==> src/sv/sis_pkg.sv <==
// Shared types and constants for the subarray inversion weighted-sum core.
package sis_pkg;

  localparam int LEN_W   = 11;  // width of sequence_length and of item positions
  localparam int VAL_W   = 32;
  localparam int SUM_W   = 21;  // sum of positions 1..2046 fits in 21 bits
  localparam int PROD_W  = LEN_W + SUM_W;
  localparam int TOT_W   = 64;
  localparam int OUT_W   = 63;
  localparam int MAX_SEQ = 2047;  // largest length the register can express

  localparam logic [LEN_W-1:0] LEN_RESET = LEN_W'(1024);
  localparam logic [VAL_W-1:0] SIGN_FLIP = 32'h8000_0000;

  // Request travelling down the cell chain.
  typedef struct packed {
    logic [VAL_W-1:0] key;     // biased value: unsigned order equals signed order
    logic [LEN_W-1:0] idx;     // 0-based position within the sequence
    logic [LEN_W-1:0] weight;  // n + 1 - j
    logic             last;    // request closes its sequence
    logic [SUM_W-1:0] pos_sum; // positions of greater earlier values seen so far
  } tok_t;

endpackage

==> src/sv/sis_accum.sv <==
// Weight multiply and per-sequence running total at the end of the chain.
module sis_accum (
  input  logic                         clk_i,
  input  logic                         rst_ni,
  input  logic                         clear_i,
  input  logic                         tok_vld_i,
  input  sis_pkg::tok_t                tok_i,
  output logic                         done_o,
  output logic [sis_pkg::OUT_W-1:0]    total_o
);
  import sis_pkg::*;

  logic              p_vld_q, p_last_q;
  logic [PROD_W-1:0] prod_q;
  logic [TOT_W-1:0]  total_d, total_q;
  logic [OUT_W-1:0]  out_q;
  logic              done_q;

  assign total_d = total_q + TOT_W'(prod_q);

  always_ff @(posedge clk_i or negedge rst_ni) begin
    if (!rst_ni) begin
      p_vld_q  <= 1'b0;
      p_last_q <= 1'b0;
      total_q  <= '0;
      done_q   <= 1'b0;
    end else begin
      p_vld_q  <= tok_vld_i;
      p_last_q <= tok_i.last;
      done_q   <= p_vld_q && p_last_q;
      if (clear_i) begin
        total_q <= '0;
      end else if (p_vld_q) begin
        total_q <= p_last_q ? '0 : total_d;
      end
    end
  end

  always_ff @(posedge clk_i) begin
    prod_q <= PROD_W'(tok_i.weight) * PROD_W'(tok_i.pos_sum);
    if (p_vld_q && p_last_q) begin
      out_q <= total_d[OUT_W-1:0];
    end
  end

  assign done_o  = done_q;
  assign total_o = out_q;

endmodule

==> config.mk <==
export PLATFORM = sky130hd
export DESIGN_NAME = sis_accum
export DESIGN_NICKNAME = d
export VERILOG_FILES = /design/src/sv/sis_pkg.sv /design/src/sv/sis_accum.sv
export SDC_FILE = /design/constraint.sdc
export NUM_CORES = 1
export LEC_CHECK = 0
export ABC_AREA = 1
export BUFFER_PORTS_ARGS = -buffer_cell sky130_fd_sc_hd__buf_2
export CORE_AREA = 5 5 167 169
export CTS_BUF_LIST = sky130_fd_sc_hd__clkbuf_4 sky130_fd_sc_hd__clkbuf_8 sky130_fd_sc_hd__clkbuf_16
export DETAILED_ROUTE_END_ITERATION = 8
export DIE_AREA = 0 0 172 174
export PLACE_DENSITY = 0.85
export SLEW_MARGIN = 5
export SYNTH_ARGS = -nofsm -noshare
export SYNTH_HDL_FRONTEND = slang
export SYNTH_SLANG_ARGS = --single-unit
==> constraint.sdc <==
create_clock -name clk_i -period 6.9 [get_ports clk_i]
set_input_delay 0.345 -clock clk_i [delete_from_list [all_inputs] [get_ports clk_i]]
set_output_delay 0.345 -clock clk_i [all_outputs]
set_load 0.005 [all_outputs]
==> results.sh <==
export IMPL_status="completed"
export IMPL_final_common_cell="nand2_1"
export IMPL_hold_viol=0
export IMPL_powerDensity_nw_per_um2=396
export IMPL_place_area_um2=17600
export IMPL_synth_main_ff_cell="dfrtp_1"
export IMPL_leakage_nw=10.4
export IMPL_fin_area_um2=18200
export IMPL_cp_arrival_ps=5220
export IMPL_ys_ff_latch=161
export IMPL_wl_met1_um=17400
export IMPL_clkTransAtPathRegs_ps=60
export IMPL_rows=60
export IMPL_cts_hold_buffers_added=0
export IMPL_grt_overflow=0
export IMPL_dpl_hpwl_um=35400
export IMPL_startpoint_type="primary input"
export IMPL_cts_htree_levels=4
export IMPL_grt_pass1_wl_um=72600
export IMPL_grtUsageTotal=0.301
export IMPL_num_vias=14700
export IMPL_cp_end_kind="flop"
export IMPL_hold_path_class="primary input to flop"
export IMPL_slew_headroom=0.397
export IMPL_gp_congestion=0.952
export IMPL_die_h_um=174
export IMPL_tightest_slew_ps=905
export IMPL_grt_pass1_vias=15300
export IMPL_ant_nets=0
export IMPL_period_share=0.711
export IMPL_fp_dieW_um=172
export IMPL_antenna_found_initial=0
export IMPL_slew_viol_final=0
export IMPL_n_antenna_cell=0
export IMPL_rsz0062_at_grt="no"
export IMPL_worstSkewPairLatency_ps=430
export IMPL_numClockSinks=161
export IMPL_cts_setup_buffers=0
export IMPL_seq_area_frac_synth=0.248
export IMPL_cts_root_buf="clkbuf_16"
export IMPL_synthCells=2302
export IMPL_fmax_ghz=0.204
export IMPL_min_period_ps=4900
export IMPL_worstSetupPathType="primary input to flop"
export IMPL_nets=2723
export IMPL_setup_violations=0
export IMPL_synth_cell_area_um2=16800
export IMPL_fp_coreArea_um2=26400
export IMPL_post_drt_wl_per_cell_um=15.9
export IMPL_drv_cap=0
export IMPL_synth_edff_count=63
export IMPL_worstPathRequired_ps=7220
export IMPL_cts_tree="done"
export IMPL_wl_um=43300
export IMPL_wl_met3_um=2390
export IMPL_finalSetupTns_ps=0
export IMPL_grt_start_max_net_pins=67
export IMPL_drt_initial_drc_count=1078
export IMPL_yosysWarningCount=0
export IMPL_synthArstFlopShare=0.410
export IMPL_cts_resized=0
export IMPL_met2WireLength_um=21700
export IMPL_dieArea_um2=29900
export IMPL_peakVddDrop_uv=287
export IMPL_numCtsBuffers=17
export IMPL_area_growth_pct=8.31
export IMPL_mostFrequentLayoutCells="nand2_1, inv_1, fa_1"
export IMPL_drive_above_1_share=0.0751
export IMPL_crit_path_max_fanout=21
export IMPL_initial_core_util=0.638
export IMPL_syn_nets=2655
export IMPL_viasPerCell=5.38
export IMPL_drc=0
export IMPL_port_buffers=100
export IMPL_top_layer="met4"
export IMPL_clk_path_buf_depth=2
export IMPL_avgSynthCellArea_um2=7.32
export IMPL_first_pass_iters=5
export IMPL_synthDistinctLibCells=39
export IMPL_io_pins=144
export IMPL_fin_skew_ps=10.5
==> flip-flops by register name (all words and copies together) (netlist names) <==
| signal | count |
|---|---|
| total_o | 63 |
| total_q | 63 |
| prod_q | 32 |
| done_o | 1 |
| p_vld_q | 1 |
| p_last_q | 1 |
==> per-stage QoR <==
step	cells	power [mW]	hold slack, ps	worst slack (ps)	utilization
3_5_place_dp	2692	6.16	457	1580	0.666
3_3_place_gp	2692	6.04	457	1650	0.666
4_1_cts	2724	7.23	18.9	2020	0.690
6_report	2724	7.23	28.6	2000	0.690
2_1_floorplan	2302	4.95	49.4	2110	-
5_1_grt	2724	8.01	15.7	1690	0.690
==> final timing paths <==
check | from | endpoint | slack, ps | depth (start not counted)
setup / recovery | tok_i[32] | prod_q[31] | 2000 | 21
hold / removal | tok_vld_i | p_vld_q | 30 | 1
setup reg to reg | total_q[0] | total_o[46] | 4030 | 13
hold reg to reg | total_q[23] | total_q[23] | 480 | 2
max in group asynchronous | rst_ni | total_q[25] | 6180 | 2
min in group asynchronous | rst_ni | total_q[4] | 130 | 2
==> cell families after synthesis <==
family	share of synthesized area
and+or+nand+nor	0.278
buffers and inverters	0.129
adders and majority gates	0.279
DFF	0.248
AOI/OAI and AO/OA	0.0390
xor gates and xnor gates	0.0267
==> layer usage <==
layer,vias up,global-route usage
met2,549,0.529
met4,0,0.129
met3,141,0.0316
li1,7011,-
met1,6956,0.374
met5,-,0
==> synthesized netlist by cell type, types with 2 or more instances <==
cell      number  area (µm²)
a21o_1         2        15.0
a21oi_1       54         270
a22o_1        10        87.6
and2_1        30         188
and3_1         2        12.5
buf_1          4        15.0
clkbuf_1      51         191
dfrtp_1       66        1650
dfxtp_1       32         641
edfxtp_1      63        1890
fa_1         171        3420
ha_1         102        1280
inv_1        525        1970
nand2_1      783        2940
nand2_2       17         106
nand3_1      113         566
nand3_2        3        30.0
nand3b_1       5        37.5
nand4_1       23         144
nor2_1       106         398
nor2_2         8        50.1
nor3_1        20         100
nor3_2         2        20.0
nor4_1         5        31.3
o21ai_0       34         170
o21ai_1        4        20.0
o21ai_2        3        26.3
o21bai_1       5        37.5
or2_1          5        31.3
xnor2_1       13         114
xor2_1        29         254
xor2_2         5        81.3
==> cell type report <==
cell class,count,area (µm²)
Tap cell,341,427
Clock buffer,23,488
Clock inverter,9,154
Fill cell,2246,8180
Timing Repair Buffer,104,531
Sequential cell,161,4180
Multi-Input combinational cell,1560,10500
Inverter,526,1970
==> power by group <==
| part | internal, mW | switching, mW |
|---|---|---|
| clock network | 0.648 | 0.384 |
| registers | 1.28 | 0.0810 |
| logic | 1.67 | 3.16 |
| total | 3.60 | 3.63 |
==> critical path: stages <==
cell and delay (ps):
buf_2 350, nand2_1 150, fa_1 570, inv_1 60
fa_1 520, inv_1 50, fa_1 530, inv_1 50
fa_1 530, inv_1 50, fa_1 520, inv_1 40
ha_1 340, a21oi_1 200, o21ai_0 180, a21oi_1 300
nor2_1 70, nor2_1 150, nand2_1 70, nand2_1 60
nand2_1 50
(Power assumes the default switching activity.)
