$ cat src/sv/sis_pkg.sv
// Shared types and constants for the subarray inversion weighted-sum core.
package sis_pkg;

  localparam int LEN_W   = 11;  // width of sequence_length and of item positions
  localparam int VAL_W   = 32;
  localparam int SUM_W   = 21;  // sum of positions 1..2046 fits in 21 bits
  localparam int PROD_W  = LEN_W + SUM_W;
  localparam int TOT_W   = 64;
  localparam int OUT_W   = 63;
  localparam int MAX_SEQ = 2047;  // largest length the register can express

  localparam logic [LEN_W-1:0] LEN_RESET = LEN_W'(1024);
  localparam logic [VAL_W-1:0] SIGN_FLIP = 32'h8000_0000;

  // Request travelling down the cell chain.
  typedef struct packed {
    logic [VAL_W-1:0] key;     // biased value: unsigned order equals signed order
    logic [LEN_W-1:0] idx;     // 0-based position within the sequence
    logic [LEN_W-1:0] weight;  // n + 1 - j
    logic             last;    // request closes its sequence
    logic [SUM_W-1:0] pos_sum; // positions of greater earlier values seen so far
  } tok_t;

endpackage

$ cat src/sv/sis_cell.sv
// One chain cell: holds one stored value and folds it into the passing request.
module sis_cell #(
  parameter int CELL_IDX = 0
) (
  input  logic          clk_i,
  input  logic          rst_ni,
  input  logic          tok_vld_i,
  input  sis_pkg::tok_t tok_i,
  output logic          tok_vld_o,
  output sis_pkg::tok_t tok_o
);
  import sis_pkg::*;

  localparam logic [LEN_W-1:0] MY_IDX = LEN_W'(CELL_IDX);
  localparam logic [SUM_W-1:0] MY_POS = SUM_W'(CELL_IDX + 1);

  logic [VAL_W-1:0] val_q;
  logic             vld_q;
  tok_t             tok_d, tok_q;
  logic             hit;

  // Cells below the request's index hold earlier values of the same sequence.
  assign hit = (MY_IDX < tok_i.idx) && (val_q > tok_i.key);

  always_comb begin
    tok_d = tok_i;
    if (hit) begin
      tok_d.pos_sum = tok_i.pos_sum + MY_POS;
    end
  end

  always_ff @(posedge clk_i or negedge rst_ni) begin
    if (!rst_ni) begin
      vld_q <= 1'b0;
    end else begin
      vld_q <= tok_vld_i;
    end
  end

  always_ff @(posedge clk_i) begin
    tok_q <= tok_d;
    if (tok_vld_i && (tok_i.idx == MY_IDX)) begin
      val_q <= tok_i.key;
    end
  end

  assign tok_vld_o = vld_q;
  assign tok_o     = tok_q;

endmodule

$ cat config.mk
export PLATFORM = sky130hd
export DESIGN_NAME = sis_cell
export DESIGN_NICKNAME = d
export VERILOG_FILES = /design/src/sv/sis_pkg.sv /design/src/sv/sis_cell.sv
export SDC_FILE = /design/constraint.sdc
export NUM_CORES = 1
export LEC_CHECK = 0
export BUFFER_PORTS_ARGS = -buffer_cell sky130_fd_sc_hd__buf_4
export CAP_MARGIN = 20
export CORE_ASPECT_RATIO = 1.4
export CORE_UTILIZATION = 25
export DETAILED_ROUTE_END_ITERATION = 7
export GPL_ROUTABILITY_DRIVEN = 0
export PLACE_DENSITY = 0.49
export SLEW_MARGIN = 25
export SYNTH_ARGS = -nofsm -noshare
export SYNTH_HDL_FRONTEND = slang
export SYNTH_SLANG_ARGS = --single-unit
$ cat constraint.sdc
create_clock -name clk_i -period 3.27 [get_ports clk_i]
set_clock_uncertainty 0.05 [all_clocks]
set_input_delay 0.327 -clock clk_i [delete_from_list [all_inputs] [get_ports clk_i]]
set_output_delay 0.327 -clock clk_i [all_outputs]
set_load 0.1 [all_outputs]
==> flow_metrics.env, run 1 <==
export IMPL_yosys_warnings=0
export IMPL_critical_path_max_stage_delay_ns=0.60
export IMPL_rsz0062_at_grt="false"
export IMPL_wl_mm=8.728
export IMPL_finalHoldViolCount=0
export IMPL_setup_tns_ns=0
export IMPL_setup_reg_to_reg_worst_slack_ns=0.61
export IMPL_clkSlewWorstSetupHoldPaths_ns=0.07
export IMPL_ctsRootBufferMaster="sky130_fd_sc_hd__clkbuf_16"
export IMPL_tritoncts_clock_tree="done"
export IMPL_critical_path_endpoint="tok_o[1]"
export IMPL_p_per_area_nw_per_um2=577.7
export IMPL_postSynthRegisterBits=109
export IMPL_critical_path_depth=7
export IMPL_synth_top_area_share_pct=38.79
export IMPL_critical_path_at_ns=2.85
export IMPL_first_global_vias=2858
export IMPL_report_final_setup_viol=0
export IMPL_timing_final_crit_share_pct=81.48
export IMPL_multi_input_area_sq_um=1284
export IMPL_worstSetupPathType="flip-flop to flip-flop"
export IMPL_maximum_number_of_pins_on_one_net_before_global_route_repair=33
export IMPL_ys_top_cells_by_area="sky130_fd_sc_hd__dfxtp_1, sky130_fd_sc_hd__edfxtp_1, sky130_fd_sc_hd__ha_1"
export IMPL_synthCells=292
export IMPL_crit_buf_inv=0
export IMPL_most_instantiated_library_cell_after_synthesis="sky130_fd_sc_hd__dfxtp_1"
export IMPL_via_count=2743
export IMPL_mappedNetlistNets=404
export IMPL_die_width_um=107.9
export IMPL_place_worst_setup_slack_ns=0.4790
export IMPL_count_of_filler_cells_inserted_in_the_layout=1501
export IMPL_cts_max_path_buffers=2
export IMPL_cts_htree_levels=3
export IMPL_ir_drop_uv=277.7
export IMPL_global_route_overflow_total=0
export IMPL_detailed_place_hpwl_mm=6.698
export IMPL_worst_pin_slew_ns=0.8415
export IMPL_antenna_violating_nets_post_route=0
export IMPL_hp_class="input pin to flip-flop"
export IMPL_maxCapViolations=0
export IMPL_nNetsFinal=568
export IMPL_die_height_um=150.2
export IMPL_antenna_violations_before_repair=0
export IMPL_critical_path_peak_fanout=20
export IMPL_cts_buffers=9
export IMPL_drive_above_1_share_pct=41.87
export IMPL_min_period_ns=2.664
export IMPL_endpoint_kind="flip-flop"
export IMPL_rows=53
export IMPL_critical_path_startpoint="val_q[15]"
export IMPL_finalMaxSlewViolations=0
export IMPL_wire_per_inst_um=13.37
export IMPL_diodes=0
export IMPL_clock_fmax_ghz=0.3753
export IMPL_synth_async_reset_ratio_pct=0.9174
export IMPL_post_drt_via_cell_ratio=4.201
export IMPL_first_pass_grt_wire_length_mm=13.72
export IMPL_area_growth_syn_to_layout_pct=44.66
export IMPL_dominantRegCellSynth="sky130_fd_sc_hd__dfxtp_1"
export IMPL_timing_critical_path_max_delay_family="simple AND/OR/NAND/NOR gates"
export IMPL_floorplan_die_area_sq_um=16200
export IMPL_place_port_buffers=155
export IMPL_setup_worst_path_start_class="flip-flop"
export IMPL_floorplan_initialDensity_pct=25.83
export IMPL_worst_r2r_cell_count=7
export IMPL_setup_slack_ns=0.6056
export IMPL_avgSynthCellArea_sq_um=13.43
export IMPL_synth_edf_count=32
export IMPL_synthDominantAreaCellType="sky130_fd_sc_hd__dfxtp_1"
export IMPL_synth_cell_types=34
export IMPL_yosys_top_cells_count="sky130_fd_sc_hd__dfxtp_1, sky130_fd_sc_hd__ha_1, sky130_fd_sc_hd__inv_1, sky130_fd_sc_hd__edfxtp_1, sky130_fd_sc_hd__xnor2_1"
export IMPL_p_leak_nw=2.545
export IMPL_io_pins=156
export IMPL_slew_headroom_pct=43.90
export IMPL_cts_num_sinks=109
export IMPL_area_sequential_sq_um=2507
export IMPL_drt_first_pass_iters=4
export IMPL_syn_cell_area_sq_um=3923
export IMPL_critPathRequiredTime_ns=3.45
export IMPL_design_core_area_sq_um=15190
export IMPL_clock_insertion_delay_worst_skew_ns=0.35
export IMPL_detailedRoute_firstIterationViolations=93
export IMPL_slowest_stage="sky130_fd_sc_hd__or4_1"
export IMPL_outcome="complete, no violations"
export IMPL_rr_endpoint="tok_o[1]"
export IMPL_globalRouteTotalUtil_pct=11.28
export IMPL_crit_path_cell_trace="ha_1, nand4_1, or4_1, o21ai_1, a31oi_4, nor2_4, mux2_1"
export IMPL_synth_yosys_seq_area_share_pct=63.92
export IMPL_crit_reg2reg_launch="val_q[15]"
export IMPL_cts_setup_buffers=0
export IMPL_remaining_drc_errors=0
==> cell families (layout without fill, tap and decap cells) <==
family                   after synthesis  after routing  share of synthesized area [%]
flip-flops                           109            109                          63.92
buffers and inverters                 38            207                          4.083
AO/OA/AOI/OAI                         48             48                          10.11
XOR/XNOR                              20             20                          4.466
AND/OR/NAND/NOR                       43             43                          6.603
adder cells (fa/ha/maj)               33             33                          10.53
multiplexers                           1              1                         0.2871
==> timing repair <==
item / 4_1_cts / 5_1_grt
gates resized for setup: 0 / 0
hold buffers: 1 / 0
endpoints found under the hold margin: 1 / 0
==> routing by layer <==
layer / part of all wire, % / vias up / GRT usage [%]
met4: 2.6 / 0 / 6.849
met2: 51 / 95 / 19.10
met1: 40 / 1265 / 12.50
met3: 6.1 / 16 / 3.074
met5: 0 / - / 0
li1: - / 1367 / -
==> power breakdown <==
part	internal [mW]	switching, mW
sequential	1.44	0.0138
combinational	0.161	0.488
clock	0.684	0.490
==> registers in the layout, indices dropped and copies added (netlist names) <==
signal	count
tok_o	76
tok_vld_o	1
val_q	32
==> area by class of cell <==
type	instances	share of cell area, %
well taps	192	4.234
multi-input cells	145	22.62
flip-flops and latches	109	44.19
inverters	33	2.183
repair buffers	158	20.95
clock buffers	12	4.895
clock inverters	4	0.9261
==> worst min path at each step <==
stage                     startpoint         to  slack (ns)  depth (start not counted)
after floorplan               rst_ni  tok_vld_o       -0.02                          0
after global placement        rst_ni  tok_vld_o        0.05                          1
after detailed placement      rst_ni  tok_vld_o        0.05                          1
after CTS                  tok_i[28]  tok_o[28]       0.006                          1
after global routing       tok_i[21]  tok_o[21]       0.006                          1
final                      tok_i[28]  tok_o[28]        0.03                          1
==> per-stage QoR <==
step | cell area (sq um) | power [mW] | std cells | hold WS [ns] | utilization [%]
after floorplan | 3923 | 1.940 | 292 | -0.01859 | -
after global placement | 5334 | 2.136 | 636 | 0.05444 | 35.12
after CTS | 5674 | 3.337 | 653 | 0.006393 | 37.37
after detailed placement | 5334 | 2.140 | 636 | 0.05324 | 35.12
final | 5674 | 3.278 | 653 | 0.02599 | 37.37
after global routing | 5674 | 3.419 | 653 | 0.005867 | 37.37
==> layout by cell type (no fill, tap or decap), types with 3 or more instances in the layout <==
| master | n |
|---|---|
| sky130_fd_sc_hd__o2111ai_2 | 9 |
| sky130_fd_sc_hd__o21ai_0 | 5 |
| sky130_fd_sc_hd__nand2_1 | 6 |
| sky130_fd_sc_hd__inv_1 | 33 |
| sky130_fd_sc_hd__o21ai_1 | 5 |
| sky130_fd_sc_hd__nand4_1 | 7 |
| sky130_fd_sc_hd__nand3_1 | 3 |
| sky130_fd_sc_hd__dfxtp_1 | 76 |
| sky130_fd_sc_hd__a21oi_1 | 15 |
| sky130_fd_sc_hd__clkbuf_16 | 10 |
| sky130_fd_sc_hd__xnor2_1 | 20 |
| sky130_fd_sc_hd__o211ai_2 | 6 |
| sky130_fd_sc_hd__buf_4 | 157 |
| sky130_fd_sc_hd__and3_1 | 11 |
| sky130_fd_sc_hd__edfxtp_1 | 32 |
| sky130_fd_sc_hd__ha_1 | 33 |
| sky130_fd_sc_hd__nor4_1 | 3 |
No activity file was read; power rests on OpenSTA's default activity.
==> inputs of run 2 (changes only) <==
- PLACE_DENSITY: 0.49 -> 0.5
- clock period: 3.27 -> 2.15 ns (I/O delays scaled with it)
==> flow_metrics.env, run 2 (synthesized netlist as in run 1, its figures left out) <==
export IMPL_wire_per_inst_um=13.28
export IMPL_p_total_mw=5.077
export IMPL_final_cell_mix="sky130_fd_sc_hd__buf_4, sky130_fd_sc_hd__dfxtp_1, sky130_fd_sc_hd__dlygate4sd3_1"
export IMPL_die_height_um=150.2
export IMPL_min_period_ns=2.454
export IMPL_wl_mm=9.884
export IMPL_post_drt_via_cell_ratio=4.233
export IMPL_maximum_number_of_pins_on_one_net_before_global_route_repair=29
export IMPL_finalHoldViolCount=0
export IMPL_crit_path_cell_trace="ha_4, nand4_4, or4_4, o21ai_4, a31oi_4, buf_12, nor2_4, mux2_4"
export IMPL_p_per_area_nw_per_um2=764.5
export IMPL_outcome="finished, violations left"
export IMPL_setup_worst_path_start_class="flip-flop"
export IMPL_nNetsFinal=659
export IMPL_critical_path_peak_fanout=14
export IMPL_drive_above_1_share_pct=46.38
export IMPL_setup_slack_ns=-0.3043
export IMPL_first_global_vias=3262
export IMPL_antenna_violations_before_repair=0
export IMPL_critical_path_at_ns=2.64
export IMPL_report_final_setup_viol=21
export IMPL_p_leak_nw=2.971
export IMPL_remaining_drc_errors=0
export IMPL_slew_headroom_pct=80.55
export IMPL_crit_buf_inv=1
export IMPL_floorplan_die_area_sq_um=16200
export IMPL_cell_internal_pwr_mw=3.531
export IMPL_setup_tns_ns=-5.598
export IMPL_timing_final_crit_share_pct=114.2
export IMPL_die_width_um=107.9
export IMPL_endpoint_kind="flip-flop"
export IMPL_utilization_pct=43.73
export IMPL_via_count=3149
export IMPL_violations="negative setup slack"
export IMPL_power_switching_share_pct=30.45
export IMPL_finalMaxSlewViolations=0
export IMPL_crit_reg2reg_launch="val_q[31]"
export IMPL_detailed_place_hpwl_mm=7.200
export IMPL_global_route_overflow_total=0
export IMPL_tritoncts_clock_tree="done"
export IMPL_cts_htree_levels=3
export IMPL_floorplan_initialDensity_pct=25.83
export IMPL_clkSlewWorstSetupHoldPaths_ns=0.07
export IMPL_most_common_library_cell_in_the_layout_ignoring_fill_and_taps="sky130_fd_sc_hd__buf_4"
export IMPL_cts_max_path_buffers=2
export IMPL_critical_path_max_stage_delay_ns=0.57
export IMPL_critical_path_depth=8
export IMPL_diodes=0
export IMPL_ir_drop_uv=456.5
export IMPL_hp_class="input pin to flip-flop"
export IMPL_antenna_violating_nets_post_route=0
export IMPL_clock_insertion_delay_worst_skew_ns=0.34
export IMPL_worst_r2r_cell_count=8
export IMPL_critPathRequiredTime_ns=2.33
export IMPL_timing_critical_path_max_delay_family="simple AND/OR/NAND/NOR gates"
export IMPL_hp_start="tok_i[49]"
export IMPL_area_growth_syn_to_layout_pct=69.31
export IMPL_design_core_area_sq_um=15190
export IMPL_drt_first_pass_iters=4
export IMPL_ctsRootBufferMaster="sky130_fd_sc_hd__clkbuf_16"
export IMPL_worstSetupPathType="flip-flop to flip-flop"
export IMPL_place_port_buffers=155
export IMPL_io_pins=156
export IMPL_combinationalPowerShare_pct=22.4
export IMPL_rsz0062_at_grt="true"
export IMPL_seqPwrFrac_pct=43.6
export IMPL_power_frac_clock_pct=34.0
export IMPL_critical_path_startpoint="val_q[31]"
export IMPL_clock_fmax_ghz=0.4074
export IMPL_first_pass_grt_wire_length_mm=15.29
export IMPL_cts_num_sinks=109
export IMPL_maxCapViolations=0
export IMPL_rr_endpoint="tok_o[1]"
export IMPL_critical_path_endpoint="tok_o[1]"
export IMPL_largest_register_ffs=76
export IMPL_netSwitchingPower_mw=1.546
export IMPL_globalRouteTotalUtil_pct=12.44
export IMPL_slowest_stage="sky130_fd_sc_hd__or4_4"
export IMPL_worst_pin_slew_ns=0.2942
export IMPL_setup_reg_to_reg_worst_slack_ns=-0.30
export IMPL_rows=53
export IMPL_cts_buffers=9
export IMPL_detailedRoute_firstIterationViolations=62
-- run 2: changes by cell type in the layout (fill, tap and decap cells not counted), moves of 3 or more --
cell,delta
sky130_fd_sc_hd__buf_12,+3
sky130_fd_sc_hd__buf_4,+42
sky130_fd_sc_hd__buf_6,+4
sky130_fd_sc_hd__dlygate4sd3_1,+42
sky130_fd_sc_hd__ha_1,-6
sky130_fd_sc_hd__ha_4,+6
sky130_fd_sc_hd__o21ai_1,-3
-- run 2: cell type report --
class / instances / area [sq um]
clock buffer: 12 / 257.7
sequential: 109 / 2507
inverter: 33 / 123.9
multi-input combinational: 145 / 1430
clock inverter: 4 / 52.55
fill: 1449 / 8544
timing repair buffer: 249 / 2029
tap: 192 / 240.2
-- run 2: worst min-delay path by stage --
stage / to / slack (ns) / depth (start not counted)
finish: tok_o[49] / 0.02 / 2
global route: tok_o[49] / 0.001 / 2
CTS: val_q[26] / 0.0007 / 1
detailed placement: tok_vld_o / -0.05 / 1
global placement: tok_vld_o / -0.06 / 1
floorplan: tok_vld_o / -0.13 / 0
-- run 2: layer usage --
metal	global-route usage (%)	part of all wire (%)	wire, um	vias up
met2	22.18	54	5352	96
li1	-	-	-	1551
met1	13.51	39	3840	1491
met4	5.274	1.8	180	0
met3	3.766	5.2	512	11
met5	0	0	0	-
-- run 2: power by group through the flow --
stage | Sequential (mW) | Clock (mW) | Combinational [mW]
5_1_grt | 2.22 | 1.89 | 1.19
3_3_place_gp | 2.26 | 0 | 1.04
4_1_cts | 2.22 | 1.81 | 1.12
2_1_floorplan | 2.85 | 0 | 0.103
6_report | 2.21 | 1.73 | 1.14
3_5_place_dp | 2.26 | 0 | 1.05
-- run 2: repair_timing --
item                                    4_1_cts  5_1_grt
resized for setup                            11       11
hold endpoints to repair                     53        1
pin swaps                                     2        2
hold buffers                                 42        1
endpoints found under the setup margin       21       49
setup buffers                                 2        8
-- run 2: stage by stage --
stage               instances  worst slack, ns  instance area (sq um)  hold slack, ns
floorplan                 292          -0.1486                   3950         -0.1306
global placement          675          -0.5243                   5680        -0.05946
detailed placement        675          -0.4535                   5680        -0.05491
CTS                       735          -0.3242                   6497       0.0006903
global route              744          -0.4443                   6641        0.001181
finish                    744          -0.3043                   6641         0.01885
==> inputs of run 3 (changes only) <==
- PLACE_DENSITY: 0.5 -> 0.52
==> flow_metrics.env, run 3 (synthesized netlist as in run 1, its figures left out) <==
export IMPL_outcome="finished, violations left"
export IMPL_violations="negative setup slack"
export IMPL_setup_worst_path_start_class="flip-flop"
export IMPL_wl_met3_um=530
export IMPL_rr_endpoint="tok_o[14]"
export IMPL_tritoncts_clock_tree="done"
export IMPL_floorplan_die_area_sq_um=16200
export IMPL_globalRouteTotalUtil_pct=13.03
export IMPL_finalHoldViolCount=0
export IMPL_area_growth_syn_to_layout_pct=70.49
export IMPL_clkSlewWorstSetupHoldPaths_ns=0.07
export IMPL_antenna_violating_nets_post_route=0
export IMPL_critical_path_at_ns=2.70
export IMPL_largest_register_ffs=76
export IMPL_whs_path_depth=2
export IMPL_final_cell_mix="sky130_fd_sc_hd__buf_4, sky130_fd_sc_hd__dfxtp_1, sky130_fd_sc_hd__dlygate4sd3_1"
export IMPL_wl_mm=10.06
export IMPL_utilization_pct=44.04
export IMPL_endpoint_kind="flip-flop"
export IMPL_place_port_buffers=155
export IMPL_detailedRoute_firstIterationViolations=69
export IMPL_clock_fmax_ghz=0.4046
export IMPL_io_pins=156
export IMPL_hp_start="tok_i[48]"
export IMPL_maximum_number_of_pins_on_one_net_before_global_route_repair=33
export IMPL_drt_first_pass_iters=4
export IMPL_diodes=0
export IMPL_antenna_violations_before_repair=0
export IMPL_report_final_setup_viol=21
export IMPL_worst_pin_slew_ns=0.4070
export IMPL_cts_htree_levels=3
export IMPL_setup_reg_to_reg_worst_slack_ns=-0.32
export IMPL_hold_end="tok_o[48]"
export IMPL_dr_max_layer_used="met4"
export IMPL_rsz0062_at_grt="true"
export IMPL_first_pass_grt_wire_length_mm=15.91
export IMPL_setup_slack_ns=-0.3213
export IMPL_worstSetupPathType="flip-flop to flip-flop"
export IMPL_timing_final_crit_share_pct=114.9
export IMPL_die_width_um=107.9
export IMPL_worst_r2r_cell_count=8
export IMPL_global_route_overflow_total=0
export IMPL_whs_ns=0.01936
export IMPL_nNetsFinal=667
export IMPL_critPathRequiredTime_ns=2.38
export IMPL_wire_per_inst_um=13.38
export IMPL_maxCapViolations=0
export IMPL_post_drt_via_cell_ratio=4.245
export IMPL_most_common_library_cell_in_the_layout_ignoring_fill_and_taps="sky130_fd_sc_hd__buf_4"
export IMPL_finalMaxSlewViolations=0
export IMPL_via_count=3192
export IMPL_remaining_drc_errors=0
export IMPL_die_height_um=150.2
export IMPL_clock_insertion_delay_worst_skew_ns=0.35
export IMPL_cts_max_path_buffers=2
export IMPL_p_per_area_nw_per_um2=774.6
export IMPL_drt_met1_wl_mm=3.994
export IMPL_ir_drop_uv=415.9
export IMPL_slew_headroom_pct=72.87
export IMPL_rows=53
export IMPL_drive_above_1_share_pct=42.68
export IMPL_met2_wirelength_mm=5.249
export IMPL_hp_class="input pin to flip-flop"
export IMPL_cts_buffers=9
export IMPL_critical_path_peak_fanout=9
export IMPL_detailed_place_hpwl_mm=7.235
export IMPL_floorplan_initialDensity_pct=25.83
export IMPL_ctsRootBufferMaster="sky130_fd_sc_hd__clkbuf_16"
export IMPL_min_period_ns=2.471
export IMPL_crit_reg2reg_launch="val_q[26]"
export IMPL_p_leak_nw=3.004
export IMPL_first_global_vias=3438
export IMPL_design_core_area_sq_um=15190
export IMPL_cts_num_sinks=109
==> run 3: changes by cell type in the layout (fill, tap and decap cells not counted), moves of 2 or more <==
cell                            change
sky130_fd_sc_hd__dlygate4sd3_1     +20
sky130_fd_sc_hd__buf_4             -10
sky130_fd_sc_hd__ha_1               +4
sky130_fd_sc_hd__ha_4               -4
sky130_fd_sc_hd__buf_6              -3
sky130_fd_sc_hd__o21ai_2            +2
==> run 3: cell type report <==
class	count	area [sq um]
repair buffers	257	2141
multi-input cells	145	1351
clock buffers	11	242.7
well taps	192	240.2
fillers	1430	8498
inverters	33	123.9
clock inverters	5	81.33
flip-flops and latches	109	2507
==> run 3: what timing repair did <==
item | CTS | global route
hold endpoints to repair | 76 | 0
resized for setup | 8 | 3
setup endpoints to repair | 21 | 21
pin swaps | 4 | 3
hold buffers | 63 | 0
setup buffers | 0 | 0
gates cloned | 0 | 0
==> run 3: how the worst max path moves through the flow <==
stage,startpoint,end,slack (ns)
6_report,val_q[26],tok_o[14],-0.32
3_5_place_dp,val_q[25],tok_o[16],-0.44
2_1_floorplan,val_q[26],tok_o[1],-0.15
4_1_cts,val_q[26],tok_o[14],-0.31
5_1_grt,val_q[26],tok_o[18],-0.46
3_3_place_gp,val_q[30],tok_o[18],-0.43
==> run 3: layer usage <==
metal	track usage (%)	up-vias
met5	0	-
met4	8.151	0
met3	2.771	14
met2	22.69	105
met1	14.29	1503
li1	-	1570
==> run 3: through the flow <==
step	setup TNS (ns)	cell area, sq um	setup WS [ns]	std cells	total power [mW]
floorplan	-0.1486	3950	-0.1486	292	2.953
global placement	-8.264	5678	-0.4340	673	3.300
detailed placement	-7.711	5678	-0.4371	673	3.310
CTS	-5.816	6673	-0.3074	752	5.258
global route	-8.751	6688	-0.4599	752	5.375
finish	-5.814	6688	-0.3213	752	5.180
==> run 3: critical path, cell delays in order (launching register included) <==
cell                        delay (ns)
sky130_fd_sc_hd__edfxtp_1         0.42
sky130_fd_sc_hd__ha_4             0.29
sky130_fd_sc_hd__nand4_1          0.16
sky130_fd_sc_hd__or4_4            0.56
sky130_fd_sc_hd__o211ai_1         0.29
sky130_fd_sc_hd__a31oi_4          0.11
sky130_fd_sc_hd__buf_12           0.19
sky130_fd_sc_hd__o2111ai_2        0.19
sky130_fd_sc_hd__xnor2_1          0.14
==> run 3: power by group <==
group | switching (mW) | leakage, nW | internal [mW]
Sequential | 0.0238 | 0.940 | 2.19
Combinational | 0.777 | 1.91 | 0.365
Clock | 0.765 | 0.156 | 1.06
